<file path="src/rtl/lkvc_pkg.sv">
// Shared types and constants for the LRU key/value cache.
`timescale 1ns / 1ps
`default_nettype none

package lkvc_pkg;

    localparam int ENTRIES_DEFAULT = 8;
    localparam int CAP_W           = 4;
    localparam int KEY_W           = 32;
    localparam int VALUE_W         = 32;

    localparam logic [CAP_W-1:0] CAP_RESET = 4'd8;

    typedef enum logic
    {
        FUNC_GET = 1'b0,
        FUNC_PUT = 1'b1
    } func_t;

endpackage

`default_nettype wire

</file>
<file path="src/rtl/lkvc_if.sv">
// Request and response channel interfaces for the LRU key/value cache.
`timescale 1ns / 1ps
`default_nettype none

interface lkvc_req_if;
    import lkvc_pkg::*;

    logic               valid;
    logic               ready;
    func_t              func;
    logic [KEY_W-1:0]   key;
    logic [VALUE_W-1:0] value;

    modport source (output valid, output func, output key, output value, input ready);
    modport sink   (input valid, input func, input key, input value, output ready);
endinterface

interface lkvc_rsp_if;
    import lkvc_pkg::*;

    logic               valid;
    logic               ready;
    logic               hit;
    logic [VALUE_W-1:0] read_value;

    modport source (output valid, output hit, output read_value, input ready);
    modport sink   (input valid, input hit, input read_value, output ready);
endinterface

`default_nettype wire

</file>
<file path="src/rtl/lru_key_value_cache_core.sv">
// Fully associative key/value cache with least-recently-used replacement.
//
// Usage:
//   req carries one transaction per get (func = FUNC_GET) or put (func = FUNC_PUT)
//   with a key and a value. rsp returns one transaction per request: hit tells
//   whether the key was present, read_value holds the stored value on a get hit
//   and zero otherwise. Results come back in request order.
//   A request is captured in an input register; once the result register is
//   free, all entries are compared in parallel, ranks are updated and the
//   result is registered. Throughput is one transaction per cycle while rsp
//   is not stalled, as the compare and rank update over all entries are
//   combinational.
//   When rsp is stalled, the result register holds and the input register
//   fills; req.ready drops once both are occupied.
//   cfg_wr_en/cfg_wr_data set the capacity (values above ENTRIES act as
//   ENTRIES, zero keeps the store empty); a write while entries are held is
//   dropped.
//   Reset empties the store, sets capacity to 8 and clears both registers.
`timescale 1ns / 1ps
`default_nettype none

module lru_key_value_cache_core
#(
    parameter int ENTRIES = lkvc_pkg::ENTRIES_DEFAULT
)
(
    input  wire logic                      clk,
    input  wire logic                      rst_n,
    lkvc_req_if.sink                       req,
    lkvc_rsp_if.source                     rsp,
    input  wire logic                      cfg_wr_en,
    input  wire logic [lkvc_pkg::CAP_W-1:0] cfg_wr_data
);
    import lkvc_pkg::*;

    localparam int IDX_W     = $clog2(ENTRIES);
    localparam int CNT_W     = $clog2(ENTRIES + 1);
    localparam int CAP_EXT_W = (CNT_W > CAP_W) ? CNT_W : CAP_W;

    logic [CAP_W-1:0]   capacity_reg;
    logic [CNT_W-1:0]   occupancy_reg;
    logic [CNT_W-1:0]   occupancy_next;
    logic [ENTRIES-1:0] valid_reg;
    logic [ENTRIES-1:0] valid_next;
    logic [IDX_W-1:0]   rank_reg  [ENTRIES];
    logic [IDX_W-1:0]   rank_next [ENTRIES];
    logic [KEY_W-1:0]   key_mem   [ENTRIES];
    logic [VALUE_W-1:0] value_mem [ENTRIES];

    logic               s1_valid_reg;
    func_t              s1_func_reg;
    logic [KEY_W-1:0]   s1_key_reg;
    logic [VALUE_W-1:0] s1_value_reg;

    logic               rsp_valid_reg;
    logic               rsp_hit_reg;
    logic [VALUE_W-1:0] rsp_data_reg;

    logic               out_free;
    logic               s1_advance;
    logic [ENTRIES-1:0] match;
    logic               hit;
    logic [VALUE_W-1:0] hit_value;
    logic [IDX_W-1:0]   hit_rank;
    logic [ENTRIES-1:0] free_oh;
    logic               free_found;
    logic [ENTRIES-1:0] victim_oh;
    logic [CAP_EXT_W-1:0] eff_cap;
    logic [CNT_W-1:0]   thr;
    logic [ENTRIES-1:0] target_oh;
    logic               do_update;
    logic               write_key;
    logic               write_value;
    logic [VALUE_W-1:0] rsp_data_next;

    assign out_free   = !rsp_valid_reg || rsp.ready;
    assign s1_advance = s1_valid_reg && out_free;
    assign req.ready  = !s1_valid_reg || out_free;

    assign rsp.valid      = rsp_valid_reg;
    assign rsp.hit        = rsp_hit_reg;
    assign rsp.read_value = rsp_data_reg;

    assign eff_cap = (CAP_EXT_W'(capacity_reg) > CAP_EXT_W'(ENTRIES)) ?
                     CAP_EXT_W'(ENTRIES) : CAP_EXT_W'(capacity_reg);

    always_comb
    begin
        hit_value  = '0;
        hit_rank   = '0;
        free_oh    = '0;
        free_found = 1'b0;
        for (int i = 0; i < ENTRIES; i++)
        begin
            match[i]     = valid_reg[i] && (key_mem[i] == s1_key_reg);
            victim_oh[i] = valid_reg[i] &&
                           (CNT_W'(rank_reg[i]) == (occupancy_reg - CNT_W'(1)));
            hit_value    = hit_value | (match[i] ? value_mem[i] : '0);
            hit_rank     = hit_rank | (match[i] ? rank_reg[i] : '0);
            if (!valid_reg[i] && !free_found)
            begin
                free_oh[i] = 1'b1;
                free_found = 1'b1;
            end
        end
        hit = |match;
    end

    always_comb
    begin
        thr            = '0;
        target_oh      = '0;
        do_update      = 1'b0;
        write_key      = 1'b0;
        write_value    = 1'b0;
        occupancy_next = occupancy_reg;
        rsp_data_next  = '0;
        if (s1_advance)
        begin
            if (hit)
            begin
                do_update   = 1'b1;
                thr         = CNT_W'(hit_rank);
                target_oh   = match;
                write_value = (s1_func_reg == FUNC_PUT);
                if (s1_func_reg == FUNC_GET)
                begin
                    rsp_data_next = hit_value;
                end
            end
            else if (s1_func_reg == FUNC_PUT && eff_cap != '0)
            begin
                do_update   = 1'b1;
                write_key   = 1'b1;
                write_value = 1'b1;
                if (CAP_EXT_W'(occupancy_reg) < eff_cap)
                begin
                    thr            = occupancy_reg;
                    target_oh      = free_oh;
                    occupancy_next = occupancy_reg + CNT_W'(1);
                end
                else
                begin
                    thr       = occupancy_reg - CNT_W'(1);
                    target_oh = victim_oh;
                end
            end
        end
    end

    always_comb
    begin
        for (int i = 0; i < ENTRIES; i++)
        begin
            valid_next[i] = valid_reg[i];
            rank_next[i]  = rank_reg[i];
            if (do_update)
            begin
                if (valid_reg[i] && CNT_W'(rank_reg[i]) < thr)
                begin
                    rank_next[i] = rank_reg[i] + IDX_W'(1);
                end
                if (target_oh[i])
                begin
                    rank_next[i]  = '0;
                    valid_next[i] = 1'b1;
                end
            end
        end
    end

    always_ff @(posedge clk or negedge rst_n)
    begin
        if (!rst_n)
        begin
            capacity_reg  <= CAP_RESET;
            occupancy_reg <= '0;
            valid_reg     <= '0;
            for (int i = 0; i < ENTRIES; i++)
            begin
                rank_reg[i] <= '0;
            end
            s1_valid_reg  <= 1'b0;
            rsp_valid_reg <= 1'b0;
        end
        else
        begin
            if (cfg_wr_en && occupancy_reg == '0)
            begin
                capacity_reg <= cfg_wr_data;
            end
            occupancy_reg <= occupancy_next;
            valid_reg     <= valid_next;
            for (int i = 0; i < ENTRIES; i++)
            begin
                rank_reg[i] <= rank_next[i];
            end
            if (req.valid && req.ready)
            begin
                s1_valid_reg <= 1'b1;
            end
            else if (s1_advance)
            begin
                s1_valid_reg <= 1'b0;
            end
            if (s1_advance)
            begin
                rsp_valid_reg <= 1'b1;
            end
            else if (rsp.ready)
            begin
                rsp_valid_reg <= 1'b0;
            end
        end
    end

    always_ff @(posedge clk)
    begin
        if (req.valid && req.ready)
        begin
            s1_func_reg  <= req.func;
            s1_key_reg   <= req.key;
            s1_value_reg <= req.value;
        end
        if (s1_advance)
        begin
            rsp_hit_reg  <= hit;
            rsp_data_reg <= rsp_data_next;
        end
        for (int i = 0; i < ENTRIES; i++)
        begin
            if (target_oh[i] && write_key)
            begin
                key_mem[i] <= s1_key_reg;
            end
            if (target_oh[i] && write_value)
            begin
                value_mem[i] <= s1_value_reg;
            end
        end
    end

    a_occ_matches_valid: assert property (@(posedge clk) disable iff (!rst_n)
        $countones(valid_reg) == int'(occupancy_reg))
        else $error("occupancy does not match number of valid entries");

    a_occ_within_cap: assert property (@(posedge clk) disable iff (!rst_n)
        CAP_EXT_W'(occupancy_reg) <= eff_cap)
        else $error("occupancy exceeds effective capacity");

    a_advance_gives_rsp: assert property (@(posedge clk) disable iff (!rst_n)
        s1_advance |=> rsp_valid_reg)
        else $error("advanced transaction produced no response");

    a_miss_reads_zero: assert property (@(posedge clk) disable iff (!rst_n)
        (rsp_valid_reg && !rsp_hit_reg) |-> (rsp_data_reg == '0))
        else $error("miss response carries nonzero data");

    a_single_match: assert property (@(posedge clk) disable iff (!rst_n)
        s1_valid_reg |-> $onehot0(match))
        else $error("key present in more than one entry");

endmodule

`default_nettype wire

</file>
<file path="src/flat_wrapper.sv">
// flat-port wrapper written by rule: the top's interface ports become plain ports
module lru_key_value_cache_core_flat import lkvc_pkg::*;
#(
    parameter int ENTRIES = lkvc_pkg::ENTRIES_DEFAULT
)
  (clk, rst_n, cfg_wr_en, cfg_wr_data, req_valid, req_func, req_key, req_value, req_ready, rsp_valid, rsp_hit, rsp_read_value, rsp_ready);
  lkvc_req_if req_i ();
  lkvc_rsp_if rsp_i ();
  input  wire logic clk;
  input  wire logic rst_n;
  input  wire logic cfg_wr_en;
  input  wire logic [lkvc_pkg::CAP_W-1:0] cfg_wr_data;
  input wire logic [$bits(req_i.valid)-1:0] req_valid;
  input wire logic [$bits(req_i.func)-1:0] req_func;
  input wire logic [$bits(req_i.key)-1:0] req_key;
  input wire logic [$bits(req_i.value)-1:0] req_value;
  output wire logic [$bits(req_i.ready)-1:0] req_ready;
  output wire logic [$bits(rsp_i.valid)-1:0] rsp_valid;
  output wire logic [$bits(rsp_i.hit)-1:0] rsp_hit;
  output wire logic [$bits(rsp_i.read_value)-1:0] rsp_read_value;
  input wire logic [$bits(rsp_i.ready)-1:0] rsp_ready;
  assign req_i.valid = req_valid;
  assign req_i.func = req_func;
  assign req_i.key = req_key;
  assign req_i.value = req_value;
  assign req_ready = req_i.ready;
  assign rsp_valid = rsp_i.valid;
  assign rsp_hit = rsp_i.hit;
  assign rsp_read_value = rsp_i.read_value;
  assign rsp_i.ready = rsp_ready;
  lru_key_value_cache_core #(.ENTRIES(ENTRIES)) u_core (.clk(clk), .rst_n(rst_n), .req(req_i), .rsp(rsp_i), .cfg_wr_en(cfg_wr_en), .cfg_wr_data(cfg_wr_data));
endmodule
</file>
<file path="config.mk">
export PLATFORM = sky130hd
export DESIGN_NAME = lru_key_value_cache_core_flat
export DESIGN_NICKNAME = d
export VERILOG_FILES = /design/src/rtl/lkvc_pkg.sv /design/src/rtl/lkvc_if.sv /design/src/rtl/lru_key_value_cache_core.sv /design/src/flat_wrapper.sv
export SDC_FILE = /design/constraint.sdc
export NUM_CORES = 1
export LEC_CHECK = 0
export ABC_AREA = 1
export BUFFER_PORTS_ARGS = -buffer_cell sky130_fd_sc_hd__buf_2
export CORE_MARGIN = 2
export CORE_UTILIZATION = 50
export DETAILED_ROUTE_END_ITERATION = 8
export PLACE_DENSITY = 0.73
export REMOVE_ABC_BUFFERS = 1
export SYNTH_ARGS = -nofsm -noshare
export SYNTH_HDL_FRONTEND = slang
export SYNTH_SLANG_ARGS = --single-unit
</file>
<file path="constraint.sdc">
create_clock -name clk -period 6.1 [get_ports clk]
set_input_delay 1.22 -clock clk [delete_from_list [all_inputs] [get_ports clk]]
set_output_delay 1.22 -clock clk [all_outputs]
set_load 0.01 [all_outputs]
</file>
Word level (Yosys, flattened, before mapping)
Memory sizes are Yosys's and may differ from the RTL's.
Index checks and enable logic that the tools add are counted.
- equality and inequality tests: 16
- bitwise gates (word level): 15
- reduce and logical (&&, ||, !) cells: 99
- muxes and demuxes: 98
- add/sub/neg operators: 10
- order comparisons: 10
- operators by type and width (operator ; count):
    equality test 32 bit ; 8
    two-way mux 32 bit ; 8
    bitwise OR 32 bit ; 7
    two-way mux 3 bit ; 24
    two-way mux 1 bit ; 57
    logical AND 1 bit ; 51
    equality test 3 x 4 -> 1 bit ; 8
    < comparator 3 x 4 -> 1 bit ; 8
    two-way mux 8 bit ; 4
    AND reduction 2 bit ; 16
    adder 3 x 1 -> 3 bit, second input constant ; 8
    bitwise OR 3 bit ; 7
    two-way mux 4 bit ; 5
    nonzero test 2 bit ; 10
    zero test 1 bit ; 15
    OR reduction 8 bit ; 1
    adder 4 x 1 -> 4 bit, second input constant ; 1
    greater-than comparator 4 bit, second input constant ; 1
    zero test 4 bit ; 1
    < comparator 4 bit ; 1
    AND reduction 4 bit ; 1
    nonzero test 4 bit ; 1
    subtractor 4 x 1 -> 4 bit, second input constant ; 1
    logical OR 1 bit ; 2
    other kinds (2) ; 2
- input bits: 74
- register bits: 140
- memories kept: 2
- word-level logic and storage cells: 275
- bits in writable memories: 512
- memories (name ; depth ; bits a word ; read ports ; clocked after memory_dff ; wr ports ; RTL line ; source):
    u_core.key_mem ; 8 ; 32 ; 8 ; 0 ; 8 ; lru_key_value_cache_core.sv:47 ; logic [KEY_W-1:0] key_mem [ENTRIES];
    u_core.value_mem ; 8 ; 32 ; 8 ; 0 ; 8 ; lru_key_value_cache_core.sv:48 ; logic [VALUE_W-1:0] value_mem [ENTRIES];

Logic depth before layout (Yosys ltp)
Gate-level depths: netlist of the first run.
- depth after elaboration: 28
- depth in mapped cells: 28
- gate-level depth less buffers: 25

Least setup slack after synthesis of the first run
OpenSTA, ideal clock, no wires.
- kind: input to register
- start: in rsp_ready
- end: mem u_core.value_mem[4][0], in the netlist u_core.value_mem[1][0], enable pin
- setup time: 421 ps
- required time: 5679 ps
- setup slack: 1534 ps
- stages on the path: 9
- arrival: 4144 ps
- path buffers: 1
- cell sequence: inv_1 > nand2_1 > nand2_1 > inv_1 > nand2_4 > o21ai_4 > buf_6 > o21ai_1 > nor2_1
- RTL lines (what ; RTL line ; source):
    start: declaration ; flat_wrapper.sv:21 ; input wire logic [$bits(rsp_i.ready)-1:0] rsp_ready;
    end: declaration ; lru_key_value_cache_core.sv:48 ;

Worst setup path after layout of the first run
- start: reg u_core.s1_key_reg[13]
- end: reg u_core.rank_reg[0] (netlist name)
- elaborated cells between the ends (all ways): 43
- those cells by class: 1 x order compare; 8 x eq/ne; 15 x mux; 7 x bitwise; 12 x reduce/logical
- RTL lines (what ; RTL line ; source):
    start: declaration ; lru_key_value_cache_core.sv:52 ; logic [KEY_W-1:0] s1_key_reg;
    start signal: assignment ; lru_key_value_cache_core.sv:222 ; s1_key_reg <= req.key;
    equality test 32 bit ; lru_key_value_cache_core.sv:95 ; match[i] = valid_reg[i] && (key_mem[i] == s1_key_reg);
    logical AND 1 bit ; lru_key_value_cache_core.sv:95 ;
    OR reduction 8 bit (*) ; lru_key_value_cache_core.sv:106 ; hit = |match;
    via u_core.hit ; lru_key_value_cache_core.sv:62 ; logic hit;
    two-way mux 4 bit ; lru_key_value_cache_core.sv:120 ; if (hit)
    two-way mux 4 bit ; lru_key_value_cache_core.sv:118 ; if (s1_advance)
    < comparator 3 x 4 -> 1 bit ; lru_key_value_cache_core.sv:159 ; if (valid_reg[i] && CNT_W'(rank_reg[i]) < thr)
    logical AND 1 bit ; lru_key_value_cache_core.sv:159 ;
    nonzero test 2 bit (no source line) ; n/a ;
    AND reduction 2 bit (no source line) ; n/a ;
    end signal: indexed assignment ; lru_key_value_cache_core.sv:196 ; rank_reg[i] <= rank_next[i];
    end: declaration ; lru_key_value_cache_core.sv:45 ; logic [IDX_W-1:0] rank_reg [ENTRIES];
Mark *: on every way through the listed nets, which the timed path passes. The rest lies on a longest branch.
A chain may end at the register's enable or synchronous reset.

==> results of run 1 <==
## final cells by class
| cell class | instances | area [µm²] |
|---|---|---|
| fillers | 4837 | 25110 |
| flip-flops and latches | 652 | 19370 |
| multi-input cells | 1940 | 8966 |
| clock buffers | 81 | 1802 |
| inverters | 359 | 1349 |
| repair buffers | 168 | 991.0 |
| well taps | 773 | 967.2 |
| clock inverters | 46 | 571.8 |
## metrics by stage
step / cell area, µm² / hold slack [ns] / setup slack (ns) / util
final: 34020 / 0.5334 / 1.243 / 0.5753
after global routing: 34020 / 0.5655 / 1.011 / 0.5753
after CTS: 34020 / 0.5416 / 1.414 / 0.5753
after detailed placement: 31640 / 0.5275 / 1.410 / 0.5351
after global placement: 31640 / 0.5097 / 1.495 / 0.5351
after floorplan: 29560 / 0.4933 / 1.398 / -
## layer usage
metal,part of all wire,GRT usage,vias up
met3,0.11,0.05444,264
met2,0.45,0.4494,1326
met4,0.048,0.1430,0
li1,-,-,10310
met1,0.39,0.3867,10670
met5,0,0,-
## worst paths after layout
kind,endpoint,slack (ns),cells past startpoint
worst max-delay path,u_core.rank_reg[0],1.24,20
worst min-delay path,u_core.key_mem[1][125],0.53,0
worst max register to register,u_core.rank_reg[0],1.24,20
worst min register to register,u_core.key_mem[1][125],0.53,0
max in group asynchronous,u_core.rank_reg[6],4.66,1
min in group asynchronous,u_core.occupancy_reg[1],0.78,1
## cell families after synthesis
kind of cell | Yosys count
compound gates | 144
xor+xnor | 67
flops | 652
fa+ha+maj | 30
buf+inv | 430
simple gates | 1696
mux | 3
## cell usage in the layout, fill, tap and decap left out, drive strengths merged, types with 3 or more instances in the layout
master       n
nand2     1095
edfxtp     610
nor2       365
inv        349
buf        168
nand4      142
clkbuf      81
o21ai       80
nand3       60
clkinv      42
dfrtp       41
xnor2       41
a21oi       32
ha          30
xor2        26
nand3b      10
o22ai       10
nor3         9
bufinv       8
or2          7
clkinvlp     6
nor3b        4
o211ai       4
o2111ai      4
a2111oi      3
mux2         3
## report_power, final
group / switching (mW) / total, mW / internal [mW]
logic: 1.53 / 2.22 / 0.685
clock network: 1.85 / 4.34 / 2.50
registers: 0.339 / 5.72 / 5.38
==> results.md, run 1 <==
- Critical path startpoint: u_core.s1_key_reg[13]
- Crit end category: flip-flop
- Core ar.: between 0.05 and 0.06 mm²
- Die height: between 200 and 250 µm
- Register area share after synthesis: 0.6467
- Vias in the first global route: ~22000
- Nets: 3294
- Total wire length: between 80000 and 90000 µm
- Ant diodes: 0
- Clk slew on worst S/H paths: around 0.060 ns
- Power Total: between 10 and 15 mW
- Cell mode on critical path: nand2_1
- Synth Cell Area: 0.02995 mm²
- Top FF cell, synth: edfxtp_1
- Synth top area share: 0.6115
- Hold WC Path Type: reg2reg
- P_leak: 13.97 nW
- Post-synthesis mux area share: 0.001128
- Vias per std cell: around 5.6
- WP data arrival: approximately 5.4 ns
- Worst Tran Pin Value: about 1.1 ns
- Kind of critical path: reg2reg
- Synth Area in Compound Gates: 0.02790
- Rel. slew slack: 0.2601
- Synth top area cells: edfxtp_1, nand2_1, nor2_1
- Area delta synth->final: 13.56%
- Pins Over Slew Limit: 0
- Main combinational cell family by area after synthesis: simple AND/OR/NAND/NOR gates
- Initial antenna violation count: 0
- Worst skew pair latency: between 0.6 and 0.7 ns
- Worst Skew: 0.04660 ns
- DP HPWL: 60940 µm
- First-pass GRT wire length: between 100000 and 150000 µm
- DRC: 0
- Final Hold Viols: 0
- Ys Warns: 0
- CTS tree: built
- Number of gates resized after CTS: 0
- EDFF count, synth: 610
- Synth unique cells: 51
- Placed insts: between 3000 and 4000
- CTS root buf: clkbuf_16
- IO Count: about 110
- Max-cap viol count: 0
- Final period utilization: 0.7963
- Post-Synth Simple-Gate Area: 0.2339
- Initial Util: 0.5066
- Die X: 248.8 µm
- Power per cell area: around 360 mW/mm²
- Syn Area/Cell: between 9 and 10 µm²
- Post-Synth XOR/XNOR Area: 0.01984
- Slowest CP cell: edfxtp_1
- GRT Total Usage: 0.2871
- DRT Pass-1 Iters: 6
- CTS sink cnt: 652
- Largest net degree at the start of global routing: between 40 and 50
- Sequence of cells on the critical path: clkinv_1 -> nand2_1 -> nand4_1 -> nor2_1 -> nand2_1 -> nor2_1 -> nand3_2 -> nand2_1 -> nor2_4 -> nand2_4 -> inv_2 -> nand2_1 -> a211oi_1 -> nor2_1 -> ha_1 -> nand2_1 -> o21bai_1 -> nand2_1 -> nand3_1 -> nand2_1
- Area leader, netlist: edfxtp_1
- CP bufs+invs: 2
- Total global routing overflow: 0
- Crit path max fanout: 19
- Adder-Cell Fraction of Synth Area: 0.01253
- Worst vdd ir: roughly 0.27 mV
- Syn Inst Count: roughly 3000
- Port Buffers: approximately 110
- Post-synth top cells: nand2_1, edfxtp_1, nor2_1, inv_1, nand4_1
- Setup Buffers After CTS: 0
- Status: finished, final reports clean
- Sum Neg Setup Slack: 0 ns
- Hold_buf cts: 0
- Gp weighted congestion: between 1 and 1.5
- RSZ-0062 raised after global routing: false
- Most frequent cell after synthesis: nand2_1
- Max incr delay on CP: ~0.85 ns
- Final Setup Violations: 0
- Bufs on Longest Clock Path: 3
- Minimum clock period after layout: a little under 5 ns
- Vias: 22570
- R2r startpoint: u_core.s1_key_reg[13]
- WL/cell: between 20 and 25 µm
- 1st-iter DRT viols: about 2800
- CTS buffer count: 69
- Max Freq: approximately 210 MHz
- Critical Path RT: approximately 6.6 ns
- Detail Route Antenna Nets: 0
- Cell family with most CP delay: simple AND/OR/NAND/NOR gates
- Die area: between 0.06 and 0.07 mm²
- Rows: between 80 and 90
- Synthesized flop and latch total: 652
- Number of H-tree levels: 3
- Largest regs: u_core.key_mem: 256 flops, u_core.value_mem: 256 flops
- Hold_sp: u_core.s1_key_reg[29]
- Share of post-route cells with drive strength above 1: 0.1081
- Async SR Flop Fraction: 0.06442
- CP Launch Type: flip-flop
- Fin cells: roughly 4000
Power figures use the tool's default switching activity.
==> run 2: changes to the inputs <==
ABC_AREA = 0   (was 1)
PLACE_DENSITY = 0.75   (was 0.73)
clock period = 4.2 ns   (was 6.1 ns; I/O delays follow)
==> results.md, run 2 <==
- Minimum clock period after layout: around 4.0 ns
- Area leader, netlist: edfxtp_1
- Metal3 WL: around 5700 µm
- GRT Total Usage: 0.2507
- Max Used Layer: met4
- Worst Skew: 0.02211 ns
- Register area share after synthesis: 0.7118
- Critical path startpoint: u_core.s1_key_reg[18]
- Vias in the first global route: ~17000
- DP HPWL: between 40000 and 50000 µm
- Hold Path Cell Cnt: 1
- Syn Inst Count: 1719
- Clk slew on worst S/H paths: approximately 0.07 ns
- Max-cap viol count: 0
- Synth top area share: 0.6731
- DRT Pass-1 Iters: 5
- Worst vdd ir: 0.4447 mV
- Most frequent cells in the layout: edfxtp_1, xnor2_1, xor2_1
- Largest net degree at the start of global routing: between 60 and 70
- Core ar.: 0.05381 mm²
- Largest regs: u_core.key_mem: 256 flops, u_core.value_mem: 256 flops
- Detail Route Antenna Nets: 0
- Die height: 237.3 µm
- Final Setup Violations: 0
- Top FF cell, synth: edfxtp_1
- Slowest CP cell: edfxtp_1
- Final Hold Viols: 0
- Main combinational cell family by area after synthesis: XOR/XNOR gates
- Synth top area cells: edfxtp_1, xnor2_1, xor2_1
- Gp weighted congestion: 0.9666
- CTS root buf: clkbuf_16
- Max incr delay on CP: ~0.54 ns
- R2R depth: 16
- Ant diodes: 0
- Die area: around 0.056 mm²
- WP data arrival: approximately 4.6 ns
- Hold WC Path Type: in2reg
- Total wire length: 70820 µm
- Sequence of cells on the critical path: buf_4 -> xor2_1 -> nor4_1 -> nand4_1 -> nor4_4 -> buf_4 -> or4_4 -> nor2_4 -> inv_1 -> o211ai_1 -> buf_4 -> ha_1 -> o21ai_0 -> a221oi_2 -> or3_1 -> a21oi_1
- IO Count: between 100 and 150
- Nets: 2045
- Ys Warns: 0
- Post-Synth Simple-Gate Area: 0.07996
- Worst hold slack: between 0.3 and 0.4 ns
- Rel. slew slack: 0.2874
- Syn Area/Cell: between 15 and 20 µm²
- R2r startpoint: u_core.s1_key_reg[18]
- Synthesized flop and latch total: 652
- First-pass GRT wire length: 105300 µm
- Crit path max fanout: 7
- Worst Tran Pin Value: approximately 1.1 ns
- CTS sink cnt: between 600 and 700
- Critical Path RT: 4.76 ns
- Post-layout util: 0.5877
- CTS tree: built
- Most frequent cell after synthesis: edfxtp_1
- CTS buffer count: just over 60
- Setup slack, reg-to-reg: between 0.15 and 0.2 ns
- Post-Synth XOR/XNOR Area: 0.09398
- Post-synthesis mux area share: 0.004966
- WL/cell: about 26 µm
- Status: finished, final reports clean
- Max Freq: 248.4 MHz
- Post-synth top cells: edfxtp_1, xnor2_1, xor2_1, a22oi_1, nand4_1
- Initial Util: 0.5057
- Final period utilization: 0.9586
- Most common library cell in the layout ignoring fill and taps: edfxtp_1
- Crit end category: flip-flop
- Fin cells: 2688
- Cell mode on critical path: buf_4
- EDFF count, synth: 610
- Sum Neg Setup Slack: 0 ns
- CP Launch Type: flip-flop
- Adder-Cell Fraction of Synth Area: 0.01379
- Total global routing overflow: 0
- Kind of critical path: reg2reg
- DR WL met2: approximately 34000 µm
- Share of post-route cells with drive strength above 1: 0.1953
- Placed insts: around 2600
- Synth unique cells: 73
- P_leak: 10.48 nW
- DRC: 0
- Number of H-tree levels: 2
- Synth Cell Area: approximately 0.027 mm²
- RSZ-0062 raised after global routing: false
- Worst skew pair latency: 0.64 ns
- Area delta synth->final: 16.23%
- Vias per std cell: approximately 6.2
- Rows: 85
- Initial antenna violation count: 1
- Bufs on Longest Clock Path: 3
- Metal-1 WL: ~29000 µm
- Synth Area in Compound Gates: 0.07610
- 1st-iter DRT viols: around 2000
- Hold_sp: req_value[3]
- Vias: 16680
- Die X: approximately 240 µm
- Pins Over Slew Limit: 0
- Power per cell area: 518.1 mW/mm²
- Async SR Flop Fraction: 0.06442
- Port Buffers: around 110
==> run 2: kinds of logic after synthesis <==
group,after synthesis
AO/OA/AOI/OAI,259
XOR/XNOR,292
adder cells (fa/ha/maj),30
buffers and inverters,109
flip-flops,652
multiplexers,13
AND/OR/NAND/NOR,364
==> run 2: area by class of cell <==
| class | count | area [µm²] |
|---|---|---|
| clock buffer | 75 | 1579 |
| clock inverter | 39 | 380.4 |
| fill | 3971 | 22190 |
| inverter | 28 | 105.1 |
| multi-input combinational | 958 | 7537 |
| sequential | 652 | 19370 |
| tap | 696 | 870.8 |
| timing repair buffer | 240 | 1785 |
==> run 2: path summary, 6_finish.rpt <==
kind,to
worst max-delay path,u_core.rank_reg[12]
worst min-delay path,u_core.s1_value_reg[3]
worst max register to register,u_core.rank_reg[12]
worst min register to register,u_core.rsp.valid
max in group asynchronous,u_core.rank_reg[8]
min in group asynchronous,u_core.valid_reg[6]
==> run 2: timing repair <==
| action | in CTS | in global routing |
|---|---|---|
| resized for setup | 0 | 18 |
| setup buffers | 0 | 12 |
| endpoints found under the setup margin | 0 | 23 |
| hold buffers | 0 | 0 |
==> run 2: metal layers <==
metal  track usage  up-vias
li1              -     7220
met1        0.3521     8426
met2        0.4015      893
met3       0.04157      139
met4       0.08424        0
met5             0        -
==> run 2: report_power, final <==
part	total (mW)	internal [mW]	switching, mW
combinational	2.82	1.11	1.70
sequential	8.16	7.67	0.487
clock	5.41	3.00	2.41
==> run 2: metrics by stage <==
stage	setup slack (ns)	total power [mW]	cell area, µm²
floorplan	-2.043	9.854	26790
global placement	0.1495	10.95	29480
detailed placement	0.03275	11.04	29480
CTS	0.01036	16.39	31440
global route	0.004592	16.99	31630
finish	0.1738	16.39	31630
==> run 2: critical path: cells and delay by family, from the launching register on <==
kind	cells	cell delay (ns)
AND/OR/NAND/NOR	6	1.36
AO/OA/AOI/OAI	4	0.83
adder cells (fa/ha/maj)	1	0.22
buffers and inverters	4	0.70
XOR/XNOR	1	0.29
flip-flops	1	0.54
